--- config.mk ---
export PLATFORM = sky130hd
export DESIGN_NAME = backlight_idle_power_controller_flat
export DESIGN_NICKNAME = d
export VERILOG_FILES = /design/src/hw/rtl/bipc_pkg.sv /design/src/hw/rtl/bipc_in_if.sv /design/src/hw/rtl/bipc_out_if.sv /design/src/hw/rtl/bipc_cfg_if.sv /design/src/hw/rtl/bipc_step.sv /design/src/hw/rtl/backlight_idle_power_controller.sv /design/src/flat_wrapper.sv
export SDC_FILE = /design/constraint.sdc
export NUM_CORES = 1
export LEC_CHECK = 0
export CORE_MARGIN = 5
export CORE_UTILIZATION = 69
export DETAILED_ROUTE_END_ITERATION = 10
export DONT_BUFFER_PORTS = 1
export GPL_ROUTABILITY_DRIVEN = 0
export HOLD_SLACK_MARGIN = 0.12
export PLACE_DENSITY = 0.85
export SETUP_SLACK_MARGIN = 0.02
export SLEW_MARGIN = 20
export SYNTH_ARGS = -nofsm -noshare
export SYNTH_HDL_FRONTEND = slang
export SYNTH_SLANG_ARGS = --single-unit
--- constraint.sdc ---
create_clock -name clk -period 3.3 [get_ports clk]
set_input_delay 0 -clock clk [delete_from_list [all_inputs] [get_ports clk]]
set_output_delay 0 -clock clk [all_outputs]
set_load 0.02 [all_outputs]
--- src/hw/rtl/bipc_pkg.sv ---
// ----------------------------------------------------------------------------
// bipc_pkg
// types and constants shared by the backlight and idle power controller
// ----------------------------------------------------------------------------
package bipc_pkg;

    localparam int TIMER_BITS    = 16;
    localparam int LEVEL_BITS    = 8;
    localparam int CFG_IDX_BITS  = 3;
    localparam int CFG_DATA_BITS = 16;

    // register indexes
    localparam logic [CFG_IDX_BITS-1:0] REG_BRIGHT_SCREEN = 3'd0;
    localparam logic [CFG_IDX_BITS-1:0] REG_BRIGHT_KEY    = 3'd1;
    localparam logic [CFG_IDX_BITS-1:0] REG_DIM_SCREEN    = 3'd2;
    localparam logic [CFG_IDX_BITS-1:0] REG_DIM_KEY       = 3'd3;
    localparam logic [CFG_IDX_BITS-1:0] REG_SCREEN_IDLE   = 3'd4;
    localparam logic [CFG_IDX_BITS-1:0] REG_KEY_IDLE      = 3'd5;
    localparam logic [CFG_IDX_BITS-1:0] REG_POWER_DELAY   = 3'd6;

    // register reset values; power delay is 300 hundredths of a second
    localparam logic [LEVEL_BITS-1:0] BRIGHT_SCREEN_RST = 8'd8;
    localparam logic [LEVEL_BITS-1:0] BRIGHT_KEY_RST    = 8'd4;
    localparam logic [LEVEL_BITS-1:0] DIM_SCREEN_RST    = 8'd4;
    localparam logic [LEVEL_BITS-1:0] DIM_KEY_RST       = 8'd1;
    localparam logic [TIMER_BITS-1:0] SCREEN_IDLE_RST   = 16'd60;
    localparam logic [TIMER_BITS-1:0] KEY_IDLE_RST      = 16'd5;
    localparam logic [TIMER_BITS-1:0] POWER_DELAY_RST   = TIMER_BITS'(300 / 100);

    typedef struct packed {
        logic lid_up;
        logic on_ac;
        logic key_event;
        logic msg_request;
        logic power_down_request;
        logic suspend_request;
    } in_item_t;

    typedef struct packed {
        logic [LEVEL_BITS-1:0] screen_level;
        logic [LEVEL_BITS-1:0] key_level;
        logic                  screen_blanked;
        logic                  key_light_on;
        logic                  backlight_power_on;
        logic                  led_on;
        logic                  power_off_pulse;
    } out_item_t;

    typedef struct packed {
        logic [LEVEL_BITS-1:0] bright_screen_level;
        logic [LEVEL_BITS-1:0] bright_key_level;
        logic [LEVEL_BITS-1:0] dim_screen_level;
        logic [LEVEL_BITS-1:0] dim_key_level;
        logic [TIMER_BITS-1:0] screen_idle_seconds;
        logic [TIMER_BITS-1:0] key_idle_seconds;
        logic [TIMER_BITS-1:0] power_down_delay;
    } cfg_regs_t;

    // lid and supply are tracked as a known bit plus the last sampled value
    typedef struct packed {
        logic                  lid_known;
        logic                  lid_val;
        logic                  sup_known;
        logic                  sup_val;
        logic                  key_latch;
        logic                  msg_active;
        logic                  flash_phase;
        logic [LEVEL_BITS-1:0] saved_key_level;
        logic [LEVEL_BITS-1:0] screen_drive;
        logic [LEVEL_BITS-1:0] key_drive;
        logic                  blank_flag;
        logic                  key_power_flag;
        logic                  backlight_flag;
        logic                  led_flag;
        logic [TIMER_BITS-1:0] key_cd;
        logic [TIMER_BITS-1:0] screen_cd;
        logic [TIMER_BITS-1:0] power_cd;
    } ctl_state_t;

endpackage

--- src/hw/rtl/bipc_in_if.sv ---
// ----------------------------------------------------------------------------
// bipc_in_if
// tick sample channel: valid, ready and one sampled input item
// ----------------------------------------------------------------------------
interface bipc_in_if import bipc_pkg::*; ();
    logic     valid;
    logic     ready;
    in_item_t data;

    modport source (output valid, output data, input ready);
    modport sink   (input valid, input data, output ready);
endinterface

--- src/hw/rtl/bipc_out_if.sv ---
// ----------------------------------------------------------------------------
// bipc_out_if
// result channel: valid, ready and one result item
// ----------------------------------------------------------------------------
interface bipc_out_if import bipc_pkg::*; ();
    logic      valid;
    logic      ready;
    out_item_t data;

    modport source (output valid, output data, input ready);
    modport sink   (input valid, input data, output ready);
endinterface

--- src/hw/rtl/bipc_cfg_if.sv ---
// ----------------------------------------------------------------------------
// bipc_cfg_if
// register write channel: valid, ready, register index and write data
// ----------------------------------------------------------------------------
interface bipc_cfg_if import bipc_pkg::*; ();
    logic                     valid;
    logic                     ready;
    logic [CFG_IDX_BITS-1:0]  index;
    logic [CFG_DATA_BITS-1:0] data;

    modport source (output valid, output index, output data, input ready);
    modport sink   (input valid, input index, input data, output ready);
endinterface

--- src/hw/rtl/bipc_step.sv ---
// ----------------------------------------------------------------------------
// bipc_step
// next-state and result logic for one tick: countdowns, key and message
// rules, power-down request, supply and lid changes
// ----------------------------------------------------------------------------
module bipc_step import bipc_pkg::*; (
    input  ctl_state_t cur,
    input  cfg_regs_t  regs,
    input  in_item_t   item,
    output ctl_state_t nxt,
    output out_item_t  res
);

    logic       pulse;
    logic       on_battery;
    ctl_state_t t;

    always_comb
    begin
        t     = cur;
        pulse = 1'b0;

        // running countdowns advance first
        if (cur.key_cd != '0)
        begin
            t.key_cd = cur.key_cd - TIMER_BITS'(1);
            if (t.key_cd == '0)
            begin
                t.key_power_flag = 1'b0;
            end
        end
        if (cur.screen_cd != '0)
        begin
            t.screen_cd = cur.screen_cd - TIMER_BITS'(1);
            if (t.screen_cd == '0)
            begin
                t.blank_flag = 1'b1;
            end
        end
        if (cur.power_cd != '0)
        begin
            t.power_cd = cur.power_cd - TIMER_BITS'(1);
            if (t.power_cd == '0)
            begin
                pulse = 1'b1;
            end
        end

        if (item.key_event)
        begin
            t.key_latch = 1'b1;
        end
        if (item.msg_request)
        begin
            t.msg_active  = 1'b1;
            t.flash_phase = 1'b1;
        end

        on_battery = cur.sup_known && !cur.sup_val;

        if ((on_battery || t.msg_active) && t.key_latch)
        begin
            if (on_battery)
            begin
                t.key_cd         = regs.key_idle_seconds;
                t.screen_cd      = regs.screen_idle_seconds;
                t.key_latch      = 1'b0;
                t.blank_flag     = 1'b0;
                t.key_power_flag = 1'b1;
            end
            // a saved level of zero means nothing saved, flashing goes on
            if (t.msg_active && t.saved_key_level != '0)
            begin
                t.key_drive       = t.saved_key_level;
                t.led_flag        = 1'b0;
                t.saved_key_level = '0;
                t.msg_active      = 1'b0;
            end
        end

        if (t.msg_active)
        begin
            if (t.saved_key_level == '0)
            begin
                t.saved_key_level = t.key_drive;
            end
            t.led_flag = t.flash_phase;
            if (t.flash_phase)
            begin
                t.key_drive   = t.saved_key_level;
                t.flash_phase = 1'b0;
            end
            else
            begin
                t.key_drive   = '0;
                t.flash_phase = 1'b1;
            end
        end

        // suspend wins over power-down
        if (item.suspend_request)
        begin
            t.power_cd = '0;
        end
        else if (item.power_down_request)
        begin
            t.power_cd = regs.power_down_delay;
        end

        if (!cur.sup_known || cur.sup_val != item.on_ac)
        begin
            t.sup_known = 1'b1;
            t.sup_val   = item.on_ac;
            if (item.on_ac)
            begin
                t.blank_flag     = 1'b0;
                t.key_cd         = '0;
                t.screen_cd      = '0;
                t.key_power_flag = 1'b1;
                t.screen_drive   = regs.bright_screen_level;
                t.key_drive      = regs.bright_key_level;
            end
            else
            begin
                t.key_cd       = regs.key_idle_seconds;
                t.screen_cd    = regs.screen_idle_seconds;
                t.screen_drive = regs.dim_screen_level;
                t.key_drive    = regs.dim_key_level;
            end
        end

        if (!cur.lid_known || cur.lid_val != item.lid_up)
        begin
            t.lid_known      = 1'b1;
            t.lid_val        = item.lid_up;
            t.backlight_flag = item.lid_up;
        end
    end

    assign nxt = t;

    assign res.screen_level       = t.screen_drive;
    assign res.key_level          = t.key_drive;
    assign res.screen_blanked     = t.blank_flag;
    assign res.key_light_on       = t.key_power_flag;
    assign res.backlight_power_on = t.backlight_flag;
    assign res.led_on             = t.led_flag;
    assign res.power_off_pulse    = pulse;

endmodule

--- src/hw/rtl/backlight_idle_power_controller.sv ---
// ----------------------------------------------------------------------------
// backlight_idle_power_controller
// once-per-tick backlight, keyboard light, message flash and power-off timer
// control
// ----------------------------------------------------------------------------
//   channel   dir   contents
//   in_ch     sink  one tick sample: lid, supply, key, message, power requests
//   out_ch    src   levels, blank, key light, backlight power, led, off pulse
//   cfg       sink  register index and write data, always ready
//
// one tick sample per clock while out_ch keeps up; the result is registered on accept
// a new sample is taken while a result waits, as long as out_ch takes it
// in the same cycle (ready = output register empty or being drained)
// reset puts registers at their defaults and timers at key 5, screen 60
// no clearing pass: the block is ready right after reset
// ----------------------------------------------------------------------------
module backlight_idle_power_controller import bipc_pkg::*; (
    input logic           clk,
    input logic           rst_n,
    bipc_in_if.sink       in_ch,
    bipc_out_if.source    out_ch,
    bipc_cfg_if.sink      cfg
);

    cfg_regs_t  regs_reg;
    ctl_state_t state_reg;
    ctl_state_t state_next;
    out_item_t  out_data_reg;
    out_item_t  out_data_next;
    logic       out_valid_reg;
    logic       in_fire;
    logic       cfg_fire;

    assign in_ch.ready = !out_valid_reg || out_ch.ready;
    assign in_fire     = in_ch.valid && in_ch.ready;
    assign cfg.ready   = 1'b1;
    assign cfg_fire    = cfg.valid;

    assign out_ch.valid = out_valid_reg;
    assign out_ch.data  = out_data_reg;

    bipc_step u_step (
        .cur  (state_reg),
        .regs (regs_reg),
        .item (in_ch.data),
        .nxt  (state_next),
        .res  (out_data_next)
    );

    always_ff @(posedge clk or negedge rst_n)
    begin
        if (!rst_n)
        begin
            regs_reg.bright_screen_level <= BRIGHT_SCREEN_RST;
            regs_reg.bright_key_level    <= BRIGHT_KEY_RST;
            regs_reg.dim_screen_level    <= DIM_SCREEN_RST;
            regs_reg.dim_key_level       <= DIM_KEY_RST;
            regs_reg.screen_idle_seconds <= SCREEN_IDLE_RST;
            regs_reg.key_idle_seconds    <= KEY_IDLE_RST;
            regs_reg.power_down_delay    <= POWER_DELAY_RST;
        end
        else if (cfg_fire)
        begin
            unique case (cfg.index)
                REG_BRIGHT_SCREEN: regs_reg.bright_screen_level <= cfg.data[LEVEL_BITS-1:0];
                REG_BRIGHT_KEY:    regs_reg.bright_key_level    <= cfg.data[LEVEL_BITS-1:0];
                REG_DIM_SCREEN:    regs_reg.dim_screen_level    <= cfg.data[LEVEL_BITS-1:0];
                REG_DIM_KEY:       regs_reg.dim_key_level       <= cfg.data[LEVEL_BITS-1:0];
                REG_SCREEN_IDLE:   regs_reg.screen_idle_seconds <= cfg.data[TIMER_BITS-1:0];
                REG_KEY_IDLE:      regs_reg.key_idle_seconds    <= cfg.data[TIMER_BITS-1:0];
                REG_POWER_DELAY:   regs_reg.power_down_delay    <= cfg.data[TIMER_BITS-1:0];
                default:
                begin
                end
            endcase
        end
    end

    always_ff @(posedge clk or negedge rst_n)
    begin
        if (!rst_n)
        begin
            state_reg.lid_known       <= 1'b0;
            state_reg.lid_val         <= 1'b0;
            state_reg.sup_known       <= 1'b0;
            state_reg.sup_val         <= 1'b0;
            state_reg.key_latch       <= 1'b0;
            state_reg.msg_active      <= 1'b0;
            state_reg.flash_phase     <= 1'b0;
            state_reg.saved_key_level <= '0;
            state_reg.screen_drive    <= '0;
            state_reg.key_drive       <= '0;
            state_reg.blank_flag      <= 1'b0;
            state_reg.key_power_flag  <= 1'b1;
            state_reg.backlight_flag  <= 1'b0;
            state_reg.led_flag        <= 1'b0;
            state_reg.key_cd          <= KEY_IDLE_RST;
            state_reg.screen_cd       <= SCREEN_IDLE_RST;
            state_reg.power_cd        <= '0;
            out_valid_reg             <= 1'b0;
        end
        else
        begin
            if (in_fire)
            begin
                state_reg     <= state_next;
                out_valid_reg <= 1'b1;
            end
            else if (out_ch.ready)
            begin
                out_valid_reg <= 1'b0;
            end
        end
    end

    always_ff @(posedge clk)
    begin
        if (in_fire)
        begin
            out_data_reg <= out_data_next;
        end
    end

`ifndef SYNTHESIS
    a_fire_gives_result: assert property (@(posedge clk) disable iff (!rst_n)
        in_fire |=> out_valid_reg)
        else $error("accepted sample did not produce a result");

    a_pulse_from_timer: assert property (@(posedge clk) disable iff (!rst_n)
        in_fire |=> (!out_data_reg.power_off_pulse || $past(state_reg.power_cd) == 16'd1))
        else $error("power-off pulse without expiring timer");

    a_ac_no_idle: assert property (@(posedge clk) disable iff (!rst_n)
        (state_reg.sup_known && state_reg.sup_val) |->
        (!state_reg.blank_flag && state_reg.screen_cd == '0 && state_reg.key_cd == '0))
        else $error("idle timers armed or screen blanked on ac");

    a_backlight_follows_lid: assert property (@(posedge clk) disable iff (!rst_n)
        state_reg.lid_known |-> (out_data_reg.backlight_power_on == state_reg.lid_val))
        else $error("backlight power does not follow lid");
`endif

endmodule

--- src/flat_wrapper.sv ---
// flat-port wrapper written by rule: the top's interface ports become plain ports
module backlight_idle_power_controller_flat import bipc_pkg::*;
  (clk, rst_n, in_ch_valid, in_ch_data, in_ch_ready, out_ch_valid, out_ch_data, out_ch_ready, cfg_valid, cfg_index, cfg_data, cfg_ready);
  bipc_in_if in_ch_i ();
  bipc_out_if out_ch_i ();
  bipc_cfg_if cfg_i ();
  input logic clk;
  input logic rst_n;
  input wire logic [$bits(in_ch_i.valid)-1:0] in_ch_valid;
  input wire logic [$bits(in_ch_i.data)-1:0] in_ch_data;
  output wire logic [$bits(in_ch_i.ready)-1:0] in_ch_ready;
  output wire logic [$bits(out_ch_i.valid)-1:0] out_ch_valid;
  output wire logic [$bits(out_ch_i.data)-1:0] out_ch_data;
  input wire logic [$bits(out_ch_i.ready)-1:0] out_ch_ready;
  input wire logic [$bits(cfg_i.valid)-1:0] cfg_valid;
  input wire logic [$bits(cfg_i.index)-1:0] cfg_index;
  input wire logic [$bits(cfg_i.data)-1:0] cfg_data;
  output wire logic [$bits(cfg_i.ready)-1:0] cfg_ready;
  assign in_ch_i.valid = in_ch_valid;
  assign in_ch_i.data = in_ch_data;
  assign in_ch_ready = in_ch_i.ready;
  assign out_ch_valid = out_ch_i.valid;
  assign out_ch_data = out_ch_i.data;
  assign out_ch_i.ready = out_ch_ready;
  assign cfg_i.valid = cfg_valid;
  assign cfg_i.index = cfg_index;
  assign cfg_i.data = cfg_data;
  assign cfg_ready = cfg_i.ready;
  backlight_idle_power_controller u_core (.clk(clk), .rst_n(rst_n), .in_ch(in_ch_i), .out_ch(out_ch_i), .cfg(cfg_i));
endmodule
## Yosys cells after proc, flatten, opt, wreduce, memory -nomap -nowiden

Cells that the tools add are included.

| storage, ports and cells | value |
|---|---|
| register bits after elaboration | 185 |
| input bits | 30 |
| output and inout port bits | 24 |
| logic and storage cells | 113 |

| operators by class | value |
|---|---|
| add/sub/neg operators | 3 |
| eq/ne operators | 8 |
| mux-type cells | 37 |
| reductions and logical operators | 33 |

Operators by type and width:

| operator | count |
|---|---|
| 2-to-1 mux 16 bit | 6 |
| 2-to-1 mux 32 bit | 3 |
| logical NOT 16 bit | 3 |
| 2-to-1 mux 8 bit | 6 |
| nonzero test 16 bit | 3 |
| subtractor 16 x 1 -> 16 bit (second input constant) | 3 |
| 2-to-1 mux 33 bit | 1 |
| AND reduction 2 bit | 10 |
| 2-to-1 mux 18 bit | 1 |
| 2-to-1 mux 1 bit | 14 |
| 2-to-1 mux 10 bit | 1 |
| == test 3 bit (second input constant) | 3 |
| 2-to-1 mux 9 bit | 1 |
| logical NOT 8 bit | 1 |
| 2-to-1 mux 2 bit | 4 |
| nonzero test 8 bit | 1 |
| == test 3 x 2 -> 1 bit (second input constant) | 2 |
| logical AND 1 bit | 4 |
| logical NOT 1 bit | 4 |
| logical OR 1 bit | 4 |
| == test 3 x 1 -> 1 bit (second input constant) | 1 |
| logical NOT 3 bit | 1 |
| nonzero test 3 bit | 1 |
| inequality test 1 bit | 2 |
| nonzero test 2 bit | 1 |

## Longest topological paths before layout

| depth | value |
|---|---|
| depth in word-level cells | 10 |
| depth in mapped cells | 8 |
| gate-level depth less buffers | 7 |

## Cells and area by module

Synthesis repeated with hierarchy kept, for this count alone.

| second synthesis, totals | value |
|---|---|
| cell total of the unflattened synthesis | 847 |
| area total of the unflattened synthesis | 9895.7 µm² |

Modules (own cells, without submodules):

| module | instances | cells each | area an instance (µm²) | seq. area each (µm²) |
|---|---|---|---|---|
| backlight_idle_power_controller | 1 | 377 | 6852.8 | 4758.3 |
| bipc_step | 1 | 470 | 3042.9 | 0.0 |

## Worst setup path after synthesis

No wires, ideal clock.

| timing path | value |
|---|---|
| path type | reg-to-reg |
| start point | reg u_core.out_valid_reg, in the netlist u_core.out_ch.valid |
| end point | reg u_core.out_data_reg (netlist bit u_core.out_ch.data[0]), enable pin |
| library setup time | 393 ps |
| arrival | 2092 ps |
| required time | 2907 ps |
| path slack | 815 ps |
| stages on the path, launching flop included | 6 |
| buffers on the path | 2 |
| clock period less this slack | 2485 ps |
| cell sequence | dfrtp_1 > nand2b_1 > nand2_1 > inv_1 > clkbuf_1 > buf_1 |

| on the way | value |
|---|---|
| longest elaborated chain between the ends | 3 |

RTL lines:

| element | line | source |
|---|---|---|
| start: declaration | backlight_idle_power_controller.sv:30 | `logic out_valid_reg;` |
| start signal: assignment | backlight_idle_power_controller.sv:100 | `out_valid_reg <= 1'b0;` |
| start signal: assignment | backlight_idle_power_controller.sv:107 | `out_valid_reg <= 1'b1;` |
| start signal: assignment | backlight_idle_power_controller.sv:111 | `out_valid_reg <= 1'b0;` |
| logical NOT 1 bit | backlight_idle_power_controller.sv:34 | `assign in_ch.ready = !out_valid_reg \|\| out_ch.ready;` |
| logical OR 1 bit | backlight_idle_power_controller.sv:34 |  |
| via in_ch_ready | flat_wrapper.sv:11 | `output wire logic [$bits(in_ch_i.ready)-1:0] in_ch_ready;` |
| logical AND 1 bit | backlight_idle_power_controller.sv:35 | `assign in_fire = in_ch.valid && in_ch.ready;` |
| via u_core.in_fire | backlight_idle_power_controller.sv:31 | `logic in_fire;` |
| end signal: assignment | backlight_idle_power_controller.sv:120 | `out_data_reg <= out_data_next;` |
| end: declaration | backlight_idle_power_controller.sv:28 | `out_item_t out_data_reg;` |

The timed path passes the listed nets, and every way through them passes these cells.
A chain may end at the register's enable or synchronous reset.

## Worst setup path in the final report

| timing path | value |
|---|---|
| start point | reg u_core.state_reg[0] (netlist bit) |
| end point | reg u_core.state_reg[11] (netlist bit) |

| on the way | value |
|---|---|
| longest elaborated chain between the ends | 4 |
| elaborated cells on any way between the ends | 7 |
| classes of those cells | 1 x add/sub; 3 x mux; 3 x reduce/logical |

RTL lines:

| element | line | source |
|---|---|---|
| start: declaration | backlight_idle_power_controller.sv:26 | `ctl_state_t state_reg;` |
| start signal: assignment | backlight_idle_power_controller.sv:106 | `state_reg <= state_next;` |
| subtractor 16 x 1 -> 16 bit | bipc_step.sv:42 | `t.power_cd = cur.power_cd - TIMER_BITS'(1);` |
| 2-to-1 mux 16 bit | bipc_step.sv:40 | `if (cur.power_cd != '0)` |
| 2-to-1 mux 16 bit | bipc_step.sv:105 | `else if (item.power_down_request)` |
| 2-to-1 mux 16 bit | bipc_step.sv:101 | `if (item.suspend_request)` |

Several ways; a longest one is shown, not always the timed one. The select of a mux whose other input is x is not followed.

==> key figures <==
Finish
  – Largest register FFs: 83
  – Layout cell share with drive strength beyond 1: 18.6%
  – Layout Utilization: 78.6%
  – Area growth syn-to-layout: 11.1%
  – Area of the multi-input gates: 0.00436 mm^2
  – Layout Nets: 945
  – Layout Cell Area excl Fill: 0.0105 mm^2
  – Filler cells: 767
  – Seq. cell area: 0.00476 mm^2
  – Layout Cells excl Fill: 1098

STA
  – Hold slack: -746 ps
  – F_max: 0.327 GHz
  – Final setup violation count: 0
  – Final WS setup: 239 ps
  – Max-slew headroom: 25.6%
  – Worst-Margin Slew: 1110 ps
  – Setup tns final: 0 ps
  – RSZ-0062 raised after global routing: false
  – Final hold viol count: 164
  – Period minus WS final: 3060 ps
  – Max Slew Vio Count: 0
  – Final period util: 92.8%
  – Final Skew: 18.6 ps

Yosys
  – Commonest cells post-synth: 145 x dfrtp_1, 85 x mux2_2, 72 x nand2_1, 71 x o21ai_0, 68 x a21oi_1
  – Synth Warn #: 0
  – Cell accounting for the most synthesized area: dfrtp_1
  – Syn Nets: 929
  – Syn Std Cell Area: 0.00941 mm^2
  – Seq/Total Area, Yosys: 50.6%
  – Avg Inst Size Synth: 10.5 um^2
  – Commonest register cell after synthesis: dfrtp_1
  – Number of synthesized register bits: 185
  – Top post-synthesis cells by area: dfrtp_1 39%, mux2_2 10%, edfxtp_1 6.7%, dfstp_2 5.3%, o21ai_0 3.8%
  – Fraction of registers with async set/reset: 88.6%
  – Post-synth EDFFs: 21
  – Synth top area share: 38.6%
  – Distinct cells, synth: 81
  – Most frequent cell after synthesis: dfrtp_1
  – Post-Synthesis Cells: 892

Global routing
  – First-pass GRT wire length: 40.8 mm
  – GR Overflow Total: 0
  – Largest net degree at the start of global routing: 165
  – Global-route usage over all layers: 32.1%
  – Number of global-route vias before repair: 7643
  – Initial antenna violation count: 1

Run
  – Max_cap viols: 0

Critical path
  – CP Capture Type: flop
  – Critical path arrival: 3390 ps
  – Worst Path Required: 3630 ps
  – Kind of critical path: reg2reg
  – Crit path max-delay cell type: or4b_1
  – Worst Path Max Fanout: 15
  – Crit path largest cell delay: 580 ps
  – CP Cell Sequence: inv_1 -> ha_1 -> or4b_1 -> nor3_4 -> a31o_2 -> o32a_1 -> o22ai_1 -> dlygate4sd3_1
  – Critical Path Source Type: flop

Pwr
  – Worst vdd rail ir drop: 0.553 mV
  – Leakage power figure: 4.24 nW
  – Pwr Density: 810 mW/mm^2

CTS
  – Bufs on Longest Clock Path: 2
  – CTS tree: yes
  – H-tree depth: 4
  – Sink Count: 185
  – CTS Buf Count: 17
  – CTS root buf: clkbuf_16
  – Post-CTS Hold Buffers: 38
  – Skew-Pair Late Insertion Delay: 440 ps
  – Clock-pin slew on the worst setup and hold paths: 70 ps

Place
  – Buffers on Ports: 0
  – Placement-stage cell area: 0.00948 mm^2
  – DPL Wire Length: 15.2 mm
  – Post-Place Setup Slack: 788 ps
  – Cell Count Post-Placement: 1027

Die
  – Row count: 42
  – Die area: 0.0161 mm^2
  – Core footprint: 0.0133 mm^2
  – Die width: 127 um
  – Starting Density: 70.8%
  – I/O pins: 54
  – Die Y: 127 um

Routing
  – DRT Pass-1 Iters: 8
  – Total number of vias: 7767
  – Vias per cell: 7.07
  – ANT nets after route: 0
  – Avg WL per Cell: 23.1 um
  – DRC Markers: 0
  – DRT Wirelength: 25.4 mm
  – DR iter-0 viols: 1073

Hold path
  – Hold Path Class: in2async

Outcome
  – Status: finished, violations left
  – Failing checks: hold timing
per-stage QoR:
step	hold WS (ps)	total power, mW
floorplan	-296	5.53
global placement	-288	6.00
detailed placement	-287	6.17
CTS	-747	8.30
global route	-766	8.87
finish	-746	8.46
cell families (layout without fill, tap and decap cells):
logic type                 after synthesis  count (layout)  synth area share [%]
other                                    1               2                0.0399
xor gates and xnor gates                 8               8                 0.745
buffers and inverters                   73             102                  3.24
AOI/OAI and AO/OA                      259             259                  17.7
adders and majority gates                7               7                 0.931
muxes                                  100             100                  11.8
and+or+nand+nor                        259             259                  15.0
DFF                                    185             185                  50.6
worst paths after layout:
check	from	end	slack (ps)	cells past startpoint
min reg2reg	u_core.state_reg[81]$_DFFE_PN0P_	u_core.state_reg[49]$_DFFE_PN0P_	490	1
max in group asynchronous	rst_n	u_core.regs_reg[66]$_DFFE_PN1P_	3790	0
min	rst_n	u_core.state_reg[29]$_DFFE_PN0P_	-750	0
max	u_core.state_reg[0]$_DFFE_PN0P_	u_core.state_reg[11]$_DFFE_PN0P_	240	8
min in group clk	in_ch_data[4]	u_core.state_reg[40]$_DFFE_PN0P_	140	4
max reg2reg	u_core.state_reg[0]$_DFFE_PN0P_	u_core.state_reg[11]$_DFFE_PN0P_	240	8
layer usage:
layer / wire length [um] / global-route usage (%) / up-vias
li1: - / - / 3376
met5: 0 / 0 / -
met1: 9710 / 41.1 / 3767
met2: 12400 / 52.9 / 510
met4: 1040 / 13.1 / 0
met3: 2260 / 7.78 / 114
report_power, final:
part / internal (mW) / total (mW) / switching, mW / leakage [nW]
logic: 1.15 / 2.76 / 1.61 / 1.75
clock network: 1.08 / 2.03 / 0.948 / 0.282
registers: 2.96 / 3.67 / 0.712 / 2.20
total: 5.20 / 8.46 / 3.27 / 4.24
critical path: cells and delay by family (launching register included):
kind,cells,cell delay (ps)
AOI/OAI and AO/OA,3,680
buffers and inverters,2,670
adders and majority gates,1,260
and+or+nand+nor,2,870
DFF,1,460
cells in the final DEF (no fill, tap or decap), types with 15 or more instances in the layout:
| cell | Yosys | layout |
|---|---|---|
| dfrtp_1 | 145 | 145 |
| nor3_1 | 22 | 22 |
| mux2i_1 | 15 | 15 |
| nand2_1 | 72 | 71 |
| mux2_2 | 85 | 85 |
| inv_1 | 25 | 24 |
| edfxtp_1 | 21 | 21 |
| nor2_1 | 64 | 64 |
| o21ai_0 | 71 | 71 |
| dlygate4sd3_1 | 0 | 37 |
| dfstp_2 | 19 | 19 |
| clkbuf_16 | 0 | 17 |
| a21oi_1 | 68 | 68 |
area by class of cell:
type	instances	share of cell area (%)
Sequential cell	185	45.5
Multi-Input combinational cell	634	41.7
Tap cell	176	2.11
Clock buffer	18	4.20
Antenna cell	1	0.0239
Clock inverter	14	1.30
Timing Repair Buffer	45	4.24
Inverter	25	0.898
what timing repair did:
action / CTS / global route
buffers inserted: 0 / 0
resized for setup: 0 / 0
hold endpoints to repair: 328 / 164
Note: power is estimated with default switching activity, not from simulation.
